`config.mk`:
```
export PLATFORM = sky130hd
export DESIGN_NAME = quoted_line_tokenizer_top
export DESIGN_NICKNAME = d
export VERILOG_FILES = /design/src/rtl/qlt_pkg.sv /design/src/rtl/quoted_line_tokenizer_top.sv
export SDC_FILE = /design/constraint.sdc
export NUM_CORES = 1
export LEC_CHECK = 0
export BUFFER_PORTS_ARGS = -buffer_cell sky130_fd_sc_hd__buf_4
export CORE_ASPECT_RATIO = 1.25
export CORE_MARGIN = 10
export CORE_UTILIZATION = 50
export CTS_CLUSTER_DIAMETER = 60
export DETAILED_ROUTE_END_ITERATION = 7
export PLACE_DENSITY = 0.73
export SETUP_SLACK_MARGIN = 0.3
export SKIP_LAST_GASP = 1
export SYNTH_ARGS = -nofsm -noshare
export SYNTH_HDL_FRONTEND = slang
export SYNTH_SLANG_ARGS = --single-unit
```
`constraint.sdc`:
```
create_clock -name clk -period 2 [get_ports clk]
set_input_delay 0.2 -clock clk [delete_from_list [all_inputs] [get_ports clk]]
set_output_delay 0.2 -clock clk [all_outputs]
set_load 0.005 [all_outputs]
```
`src/rtl/qlt_pkg.sv`:
```
// ----------------------------------------------------------------------------
// qlt_pkg
// Types and byte constants shared by the quoted line tokenizer.
// ----------------------------------------------------------------------------
package qlt_pkg;

  typedef enum logic [1:0] {
    MODE_GAP   = 2'd0,
    MODE_BARE  = 2'd1,
    MODE_QUOTE = 2'd2,
    MODE_SKIP  = 2'd3
  } mode_t;

  typedef enum logic [1:0] {
    KIND_CHAR   = 2'd0,
    KIND_END    = 2'd1,
    KIND_ACCEPT = 2'd2,
    KIND_REJECT = 2'd3
  } kind_t;

  localparam logic [7:0] BYTE_NUL   = 8'h00;
  localparam logic [7:0] BYTE_TAB   = 8'h09;
  localparam logic [7:0] BYTE_NL    = 8'h0A;
  localparam logic [7:0] BYTE_SPACE = 8'h20;
  localparam logic [7:0] BYTE_QUOTE = 8'h22;
  localparam logic [7:0] BYTE_HASH  = 8'h23;
  localparam logic [7:0] BYTE_BSL   = 8'h5C;
  localparam logic [7:0] BYTE_N     = 8'h6E;
  localparam logic [7:0] BYTE_T     = 8'h74;

  // Most words a single byte can produce (char, end, verdict)
  localparam int unsigned MAX_RES = 3;

  function automatic logic is_delim(input logic [7:0] b);
    return (b == BYTE_SPACE) || (b == BYTE_TAB) || (b == BYTE_QUOTE) ||
           (b == BYTE_HASH) || (b == BYTE_NUL);
  endfunction

endpackage

```
`src/rtl/quoted_line_tokenizer_top.sv`:
```
// ----------------------------------------------------------------------------
// quoted_line_tokenizer_top
// Splits a byte stream into lines and shell-style quoted tokens.
// ----------------------------------------------------------------------------
// Usage:
//   Input channel s_*: one text byte per word in s_tdata; s_tlast set means
//   end of input (the byte is ignored and an unfinished line is closed).
//   Output channel m_*: m_tuser is the word kind (token char, token end,
//   line accepted, line rejected), m_tdata the token char (zero otherwise),
//   m_tlast marks the final word caused by one input byte.
//   Each accepted byte is decoded in the cycle of acceptance into up to three
//   words held in a three-entry result buffer; the first word is visible on
//   m_* in the cycle after acceptance.
//   Throughput: one byte per cycle while each byte yields at most one word
//   and m_tready is high; a byte yielding more words holds the input until
//   its last word leaves, as the single output port drains the result buffer
//   one word a cycle while m_tready is high. s_tready is high when the buffer
//   is empty or its last word leaves in the same cycle. A stalled receiver
//   (m_tready low) holds the current word and backs up the input channel.
//   Reset clears the scan state (between tokens, no open line) and empties
//   the result buffer.
module quoted_line_tokenizer_top (
  input  logic       clk,
  input  logic       rst,
  input  logic       s_tvalid,
  output logic       s_tready,
  input  logic [7:0] s_tdata,   // [7:0] text_byte
  input  logic       s_tlast,   // end_of_input
  output logic       m_tvalid,
  input  logic       m_tready,
  output logic [7:0] m_tdata,   // [7:0] char_out
  output logic [1:0] m_tuser,   // [1:0] kind
  output logic       m_tlast    // last
);
  import qlt_pkg::*;

  // scan state
  mode_t mode, mode_next;
  logic  esc, esc_next;
  logic  line_open, line_open_next;
  logic  quote_text, quote_text_next;
  logic  line_bad, line_bad_next;

  // result buffer
  kind_t      buf_kind [MAX_RES];
  logic [7:0] buf_char [MAX_RES];
  logic       buf_last [MAX_RES];
  logic [1:0] head;
  logic [1:0] count;

  // decoded results of the incoming byte
  kind_t      res_kind [MAX_RES];
  logic [7:0] res_char [MAX_RES];
  logic [1:0] res_cnt;

  logic accept, pop;
  logic line_end, tok, delim;
  logic [7:0] b;

  assign b        = s_tdata;
  assign accept   = s_tvalid && s_tready;
  assign pop      = m_tvalid && m_tready;
  assign delim    = is_delim(b);
  assign line_end = s_tlast ? line_open : (b == BYTE_NL);
  // byte goes through the escape / literal path
  assign tok = !s_tlast && (b != BYTE_NL) &&
               ((((mode == MODE_GAP) || (mode == MODE_BARE)) && !delim) ||
                ((mode == MODE_QUOTE) && (b != BYTE_QUOTE) && (b != BYTE_NUL)));

  assign s_tready = (count == 2'd0) || ((count == 2'd1) && m_tready);
  assign m_tvalid = (count != 2'd0);
  assign m_tdata  = buf_char[head];
  assign m_tuser  = buf_kind[head];
  assign m_tlast  = buf_last[head];

  // next scan state
  always_comb begin
    mode_next       = mode;
    esc_next        = esc;
    line_open_next  = line_open;
    quote_text_next = quote_text;
    line_bad_next   = line_bad;
    if (line_end) begin
      mode_next       = MODE_GAP;
      esc_next        = 1'b0;
      line_open_next  = 1'b0;
      quote_text_next = 1'b0;
      line_bad_next   = 1'b0;
    end else if (!s_tlast) begin
      line_open_next = 1'b1;
      if (tok) begin
        esc_next = esc ? 1'b0 : (b == BYTE_BSL);
        if (mode == MODE_GAP) mode_next = MODE_BARE;
        if (mode == MODE_QUOTE) quote_text_next = 1'b1;
      end else begin
        case (mode)
          MODE_GAP, MODE_BARE: begin
            esc_next = 1'b0;
            if (b == BYTE_QUOTE) begin
              mode_next       = MODE_QUOTE;
              quote_text_next = 1'b0;
            end else if ((b == BYTE_HASH) || (b == BYTE_NUL)) begin
              mode_next = MODE_SKIP;
            end else begin
              mode_next = MODE_GAP;
            end
          end
          MODE_QUOTE: begin
            esc_next        = 1'b0;
            quote_text_next = 1'b0;
            if (b == BYTE_QUOTE) begin
              mode_next = MODE_GAP;
            end else begin
              mode_next     = MODE_SKIP;
              line_bad_next = 1'b1;
            end
          end
          default: ;
        endcase
      end
    end
  end

  // results of the incoming byte
  always_comb begin
    for (int i = 0; i < MAX_RES; i++) begin
      res_kind[i] = KIND_CHAR;
      res_char[i] = '0;
    end
    res_cnt = '0;
    if (line_end) begin
      if (mode == MODE_BARE) begin
        if (esc) begin
          res_char[res_cnt] = BYTE_BSL;
          res_cnt           = res_cnt + 2'd1;
        end
        res_kind[res_cnt] = KIND_END;
        res_cnt           = res_cnt + 2'd1;
      end
      res_kind[res_cnt] = (line_bad || (mode == MODE_QUOTE)) ? KIND_REJECT : KIND_ACCEPT;
      res_cnt           = res_cnt + 2'd1;
    end else if (tok) begin
      if (esc) begin
        if (b == BYTE_BSL) begin
          res_char[0] = BYTE_BSL;
          res_cnt     = 2'd1;
        end else if (b == BYTE_N) begin
          res_char[0] = BYTE_NL;
          res_cnt     = 2'd1;
        end else if (b == BYTE_T) begin
          res_char[0] = BYTE_TAB;
          res_cnt     = 2'd1;
        end else begin
          res_char[0] = BYTE_BSL;
          res_char[1] = b;
          res_cnt     = 2'd2;
        end
      end else if (b != BYTE_BSL) begin
        res_char[0] = b;
        res_cnt     = 2'd1;
      end
    end else if (!s_tlast && (mode == MODE_BARE)) begin
      // delimiter closes a bare token; a dangling backslash is kept
      if (esc) begin
        res_char[res_cnt] = BYTE_BSL;
        res_cnt           = res_cnt + 2'd1;
      end
      res_kind[res_cnt] = KIND_END;
      res_cnt           = res_cnt + 2'd1;
    end else if (!s_tlast && (mode == MODE_QUOTE) && (b == BYTE_QUOTE)) begin
      if (esc) begin
        res_char[res_cnt] = BYTE_BSL;
        res_cnt           = res_cnt + 2'd1;
      end
      if (esc || quote_text) begin
        res_kind[res_cnt] = KIND_END;
        res_cnt           = res_cnt + 2'd1;
      end
    end
  end

  always_ff @(posedge clk) begin
    if (rst) begin
      mode       <= MODE_GAP;
      esc        <= 1'b0;
      line_open  <= 1'b0;
      quote_text <= 1'b0;
      line_bad   <= 1'b0;
      head       <= '0;
      count      <= '0;
    end else begin
      if (accept) begin
        mode       <= mode_next;
        esc        <= esc_next;
        line_open  <= line_open_next;
        quote_text <= quote_text_next;
        line_bad   <= line_bad_next;
        head       <= '0;
        count      <= res_cnt;
      end else if (pop) begin
        head  <= head + 2'd1;
        count <= count - 2'd1;
      end
    end
  end

  // payload of the result buffer, loaded on accept
  always_ff @(posedge clk) begin
    if (accept) begin
      for (int i = 0; i < MAX_RES; i++) begin
        buf_kind[i] <= res_kind[i];
        buf_char[i] <= res_char[i];
        buf_last[i] <= (2'(i) == (res_cnt - 2'd1));
      end
    end
  end

  // the buffer never reads past its third entry
  a_buf_bound: assert property (@(posedge clk) disable iff (rst)
    ({1'b0, head} + {1'b0, count}) <= 3'd3)
    else $error("result buffer read past its end");

  // the final word of a byte is the last one held
  a_last_tail: assert property (@(posedge clk) disable iff (rst)
    m_tvalid && m_tlast |-> count == 2'd1)
    else $error("tlast before the buffer tail");

  // a new byte is taken only when the old words are gone
  a_no_overwrite: assert property (@(posedge clk) disable iff (rst)
    accept && (count != 2'd0) |-> pop && (count == 2'd1))
    else $error("result buffer overwritten");

  // only token characters carry a byte
  a_char_zero: assert property (@(posedge clk) disable iff (rst)
    m_tvalid && (m_tuser != KIND_CHAR) |-> m_tdata == 8'h00)
    else $error("non-char word with data");

  // a newline returns the scanner to its idle state
  a_line_reset: assert property (@(posedge clk) disable iff (rst)
    accept && !s_tlast && (s_tdata == BYTE_NL) |=>
      (mode == MODE_GAP) && !esc && !line_open && !line_bad)
    else $error("scan state not cleared at line end");

endmodule

```
* Word level (Yosys, flattened, before mapping)
Memories as Yosys holds them, arrays and structs flattened. A register that Yosys moved wholly into a read port is not among the register bits.
Cells that the tools add are included.
** Storage, ports and cells
- Word-level logic and storage cells :: 190
- Output and inout port bits :: 13
- Bits in registers :: 10
- Bits in writable memories :: 33
- Memories kept :: 3
** Operators by class
- Order comparisons :: 8
- Bitwise logic cells :: 4
- Reductions and logical operators :: 46
- Multiplexer cells :: 93
- Add/sub/neg operators :: 7
- Eq/ne operators :: 22
** Memories
- buf_char :: depth 3, width 8, read ports 1, clocked after memory_dff 1, wr ports 3, RTL line quoted_line_tokenizer_top.sv:46 : logic [7:0] buf_char [MAX_RES];
- buf_kind :: depth 3, width 2, read ports 1, clocked after memory_dff 1, wr ports 3, RTL line quoted_line_tokenizer_top.sv:45 : kind_t buf_kind [MAX_RES];
- buf_last :: depth 3, width 1, read ports 1, clocked after memory_dff 1, wr ports 3, RTL line quoted_line_tokenizer_top.sv:47 : logic buf_last [MAX_RES];
** Operator list (count)
- $mux 8 :: 12
- $mux 2 :: 39
- $mux 7 :: 5
- $mux 5 :: 5
- $eq 8x6->1 const B :: 3
- $eq 8x7->1 const B :: 3
- $mux 1 :: 23
- $demux 2 s2 :: 4
- $eq 8x4->1 const B :: 2
- $logic_and 1x1->1 :: 15
- $ge 3x3->1 const B :: 4
- $lt 3x1->1 const B :: 4
- $mux 6 :: 2
- $not 2->3 :: 4
- $add 2x1->2 const B :: 5
- $logic_or 1x1->1 :: 10
- $reduce_and 5->1 :: 2
- $logic_not 8->1 :: 1
- $ne 8x4->1 const B :: 1
- $ne 8x6->1 const B :: 1
- $ne 8x7->1 const B :: 1
- $reduce_bool 8->1 :: 1
- $bwmux 6 :: 1
- $logic_not 2->1 :: 3
- 20 further kinds :: 29

* Logic depth before layout (Yosys ltp)
- Depth in word-level cells :: 21
- Mapped depth :: 8
- Gate-level depth less buffers :: 7

* Worst setup path after synthesis
No wires, ideal clock.
- Kind :: register -> register
- Start point :: reg count[0]
- End point :: reg line_open
- Cell stages (with the launch flop) :: 8
- Setup slack :: -0.190 ns
- Data required time :: 1.871 ns
- Arrival time :: 2.061 ns
- Cells stage by stage :: dfxtp_1 > inv_1 > ha_1 > a21o_1 > and2_1 > clkbuf_1 > mux2i_1 > nor2_1
** On the way
- Longest elaborated chain between the ends :: 5
** Ends and longest elaborated chain
- start, declared :: RTL line quoted_line_tokenizer_top.sv:49 : logic [1:0] count;
- start signal, assigned :: RTL line quoted_line_tokenizer_top.sv:199 : count <= res_cnt;
- start signal, assigned :: RTL line quoted_line_tokenizer_top.sv:202 : count <= count - 2'd1;
- $eq 2x1->1 :: RTL line quoted_line_tokenizer_top.sv:70 : assign s_tready = (count == 2'd0) || ((count == 2'd1) && m_tready);
- $logic_and 1x1->1 :: RTL line quoted_line_tokenizer_top.sv:70
- $logic_or 1x1->1 * :: RTL line quoted_line_tokenizer_top.sv:70
- net s_tready :: RTL line quoted_line_tokenizer_top.sv:26 : output logic s_tready,
- $logic_and 1x1->1 * :: RTL line quoted_line_tokenizer_top.sv:61 : assign accept = s_tvalid && s_tready;
- net accept :: RTL line quoted_line_tokenizer_top.sv:56 : logic accept, pop;
- $reduce_and 2->1 (no source line) *
- end signal, assigned :: RTL line quoted_line_tokenizer_top.sv:195 : line_open <= line_open_next;
- end, declared :: RTL line quoted_line_tokenizer_top.sv:40 : logic line_open, line_open_next;
The timed path passes the listed nets; every way through them passes the cells marked *.
A chain may end at the register's enable or synchronous reset.

==> reports/qor.csv <==
metric,value,unit
drt drc,0,
Core Rows,27,
Tot GR Track Use,13.57,%
number of port buffers,25,
#FFs+latches synth,37,
"most common cell after layout, fill and taps aside",buf_4,
Final Util,64.23,%
combinational share of power,22.1,%
max-capacitance violation count,0,
Netlist Area Pre-Place,2216,um2
antenna fix cells,0,
period utilization,88.13,%
Die Wd,79.55,um
total grt overflow,0,
final setup fails,0,
IO Count,26,
H-tree Lvls,2,
Final HPWL DP,3708,um
vias post-DR,1875,
final hold vios,0,
met3 Track Usage GR,3.517,%
Syn. warnings,0,
Net Sw Power,0.0005223,W
initial antenna violation count,0,
Slew headroom,70.56,%
Main synth FF type,edfxtp_1,
Via-to-Cell Ratio,5.841,
status,"complete, no violations",
Sw Share,25.62,%
first-pass GRT wire length,8459,um
synth unique cells,54,
hold_buf cts,0,
arrival time at the worst endpoint,1.80,ns
number of synthesized flops with an enable pin,25,
Syn Nets,241,
largest net degree at the start of global routing,33,
"commonest cells after routing, fill and taps aside","buf_4 (43), edfxtp_1 (25), nor2_1 (18)",
Layout Nets,277,
Syn Area/Cell,9.805,um2
Critical Path RT,2.04,ns
"Clk Latency, worst-skew pair",0.28,ns
M1 GR Usage,16.10,%
Clock Skews,0.007116,ns
M2 GR Usage,23.18,%
Root Driver,clkbuf_8,
final WL,5035,um
Syn Inst Count,226,
total CTS buffers,5,
die height,94.43,um
DR WL/cell,15.69,um
Tmin final,1.763,ns
Worst Setup End Kind,flop,
Worst-path clk slew,0.07,ns
worst hold-check path type,primary input to flop,
Reg power frac,45.3,%
Initial DRC Count,160,
RSZ-0062 raised after global routing,true,
clock power share,32.6,%
"Worst Path Class, Setup",primary input to flop,
post-synthesis async set-or-reset flop share,0,%
Setup TNS,0,ns
Initial Util,50.85,%
synthesis-to-finish area growth,26.31,%
Worst-Margin Slew,0.4359,ns
GPL Wtd Cong,0.8781,
Peak VDD IR,0.6295,mV
die area,7511,um2
sequential area share after synthesis,44.72,%
CTS tree,built,
P_int,0.001516,W
Fmax,567.4,MHz
Startpoint Class,primary input,
CTS Sinks,37,
vias in the first global route,1789,
core area,4358,um2
fin. max-slew vios,0,
LEAKAGE,1.058,nW
number of detailed-route iterations in the first pass,5,
clock buffer depth,2,
worst-path maximum fanout,8,
gr busiest metal,met2,
DRT antenna net count,0,
Pwr per Cell Area,728.2,nW/um2
layout cells sized above 1,30.42,%
-- metrics by stage --
step	total power (W)	area, um2	hold slack (ns)	cells	setup WS, ns
after floorplan	0.001186	2240	0.3138	226	0.3095
after global placement	0.001349	2535	0.4798	307	0.05621
after detailed placement	0.001359	2535	0.4771	307	0.04627
after CTS	0.002022	2688	0.1746	317	0.2808
after global routing	0.002125	2799	0.1795	321	0.2255
final	0.002038	2799	0.1797	321	0.2374
-- synthesized netlist by cell type, drive strengths merged, types with 3 or more instances --
cell type / n / area, um2
nor3: 11 / 55.05
and3: 11 / 68.82
mux2i: 12 / 120.1
nor4: 3 / 33.78
nand2b: 4 / 25.02
and2: 4 / 25.02
buf: 6 / 37.53
clkbuf: 10 / 37.54
nand2: 14 / 52.55
nor2: 18 / 67.56
a31oi: 5 / 31.28
nor2b: 7 / 51.30
o21ai: 11 / 55.05
nor3b: 3 / 22.52
a41oi: 3 / 26.28
edfxtp: 25 / 750.7
inv: 7 / 26.28
o211a: 3 / 30.03
xnor2: 3 / 26.28
nand3: 5 / 25.02
a21boi: 3 / 22.52
a211oi: 5 / 42.54
a21oi: 10 / 50.05
dfxtp: 12 / 240.2
-- worst max-delay path, cell delays in order --
cell and delay, ns:
buf_4 0.14, nor4_4 0.25, buf_4 0.18, buf_6 0.13, a31oi_2 0.14, o211a_1 0.20, buf_4 0.17, and2_1 0.16
o31a_1 0.23
-- metal layers --
layer / wire (um) / part of all wire (%) / up-vias
li1: - / - / 926
met1: 2117 / 42 / 883
met2: 2588 / 51 / 58
met3: 267 / 5.3 / 8
met4: 61 / 1.2 / 0
met5: 0 / 0 / -
-- power groups by stage --
stage	sequential (W)	clock, W	combinational [W]
after floorplan	0.000935	0	0.000251
final	0.000924	0.000664	0.000450
after detailed placement	0.000944	0	0.000415
after global routing	0.000931	0.000700	0.000494
after global placement	0.000941	0	0.000409
after CTS	0.000925	0.000670	0.000427
-- cell families (layout without fill, tap and decap cells) --
family          Yosys count  in the layout  share of synthesized area (%)
xor+xnor                  4              4                          1.581
fa+ha+maj                 2              2                          1.129
flops                    37             37                          44.72
buf+inv                  23             60                          4.574
mux                      12             12                          5.421
simple gates             91             91                          23.60
compound gates           57             57                          18.97
-- registers in the layout (all words and copies together) (netlist names), named ones only --
signal,cells
buf_char,16
buf_kind,6
buf_last,3
count,2
head,2
mode,2
esc,1
line_bad,1
line_open,1
quote_text,1
-- worst paths after layout --
| path | endpoint | startpoint | cells past startpoint | slack, ns |
|---|---|---|---|---|
| max | buf_last[1] | s_tdata[2] | 9 | 0.24 |
| max reg2reg | buf_last[1] | mode[0] | 5 | 0.27 |
| min | count[0] | rst | 2 | 0.18 |
| min reg2reg | quote_text | quote_text | 2 | 0.54 |
-- area by class of cell --
type / instances / area, um2
fill: 349 / 1559
tap: 58 / 72.57
clock inverter: 2 / 37.54
timing repair buffer: 45 / 354.1
clock buffer: 6 / 82.58
multi-input combinational: 166 / 1227
inverter: 7 / 26.28
sequential: 37 / 998.5
-- repair_timing --
action / CTS / global route
endpoints found under the setup margin: 7 / 20
hold endpoints to repair: 0 / 0
resized for setup: 5 / 15
pin swaps: 3 / 3
gates cloned: 0 / 0
setup buffers: 2 / 4
No activity file was read; power rests on OpenSTA's default activity.
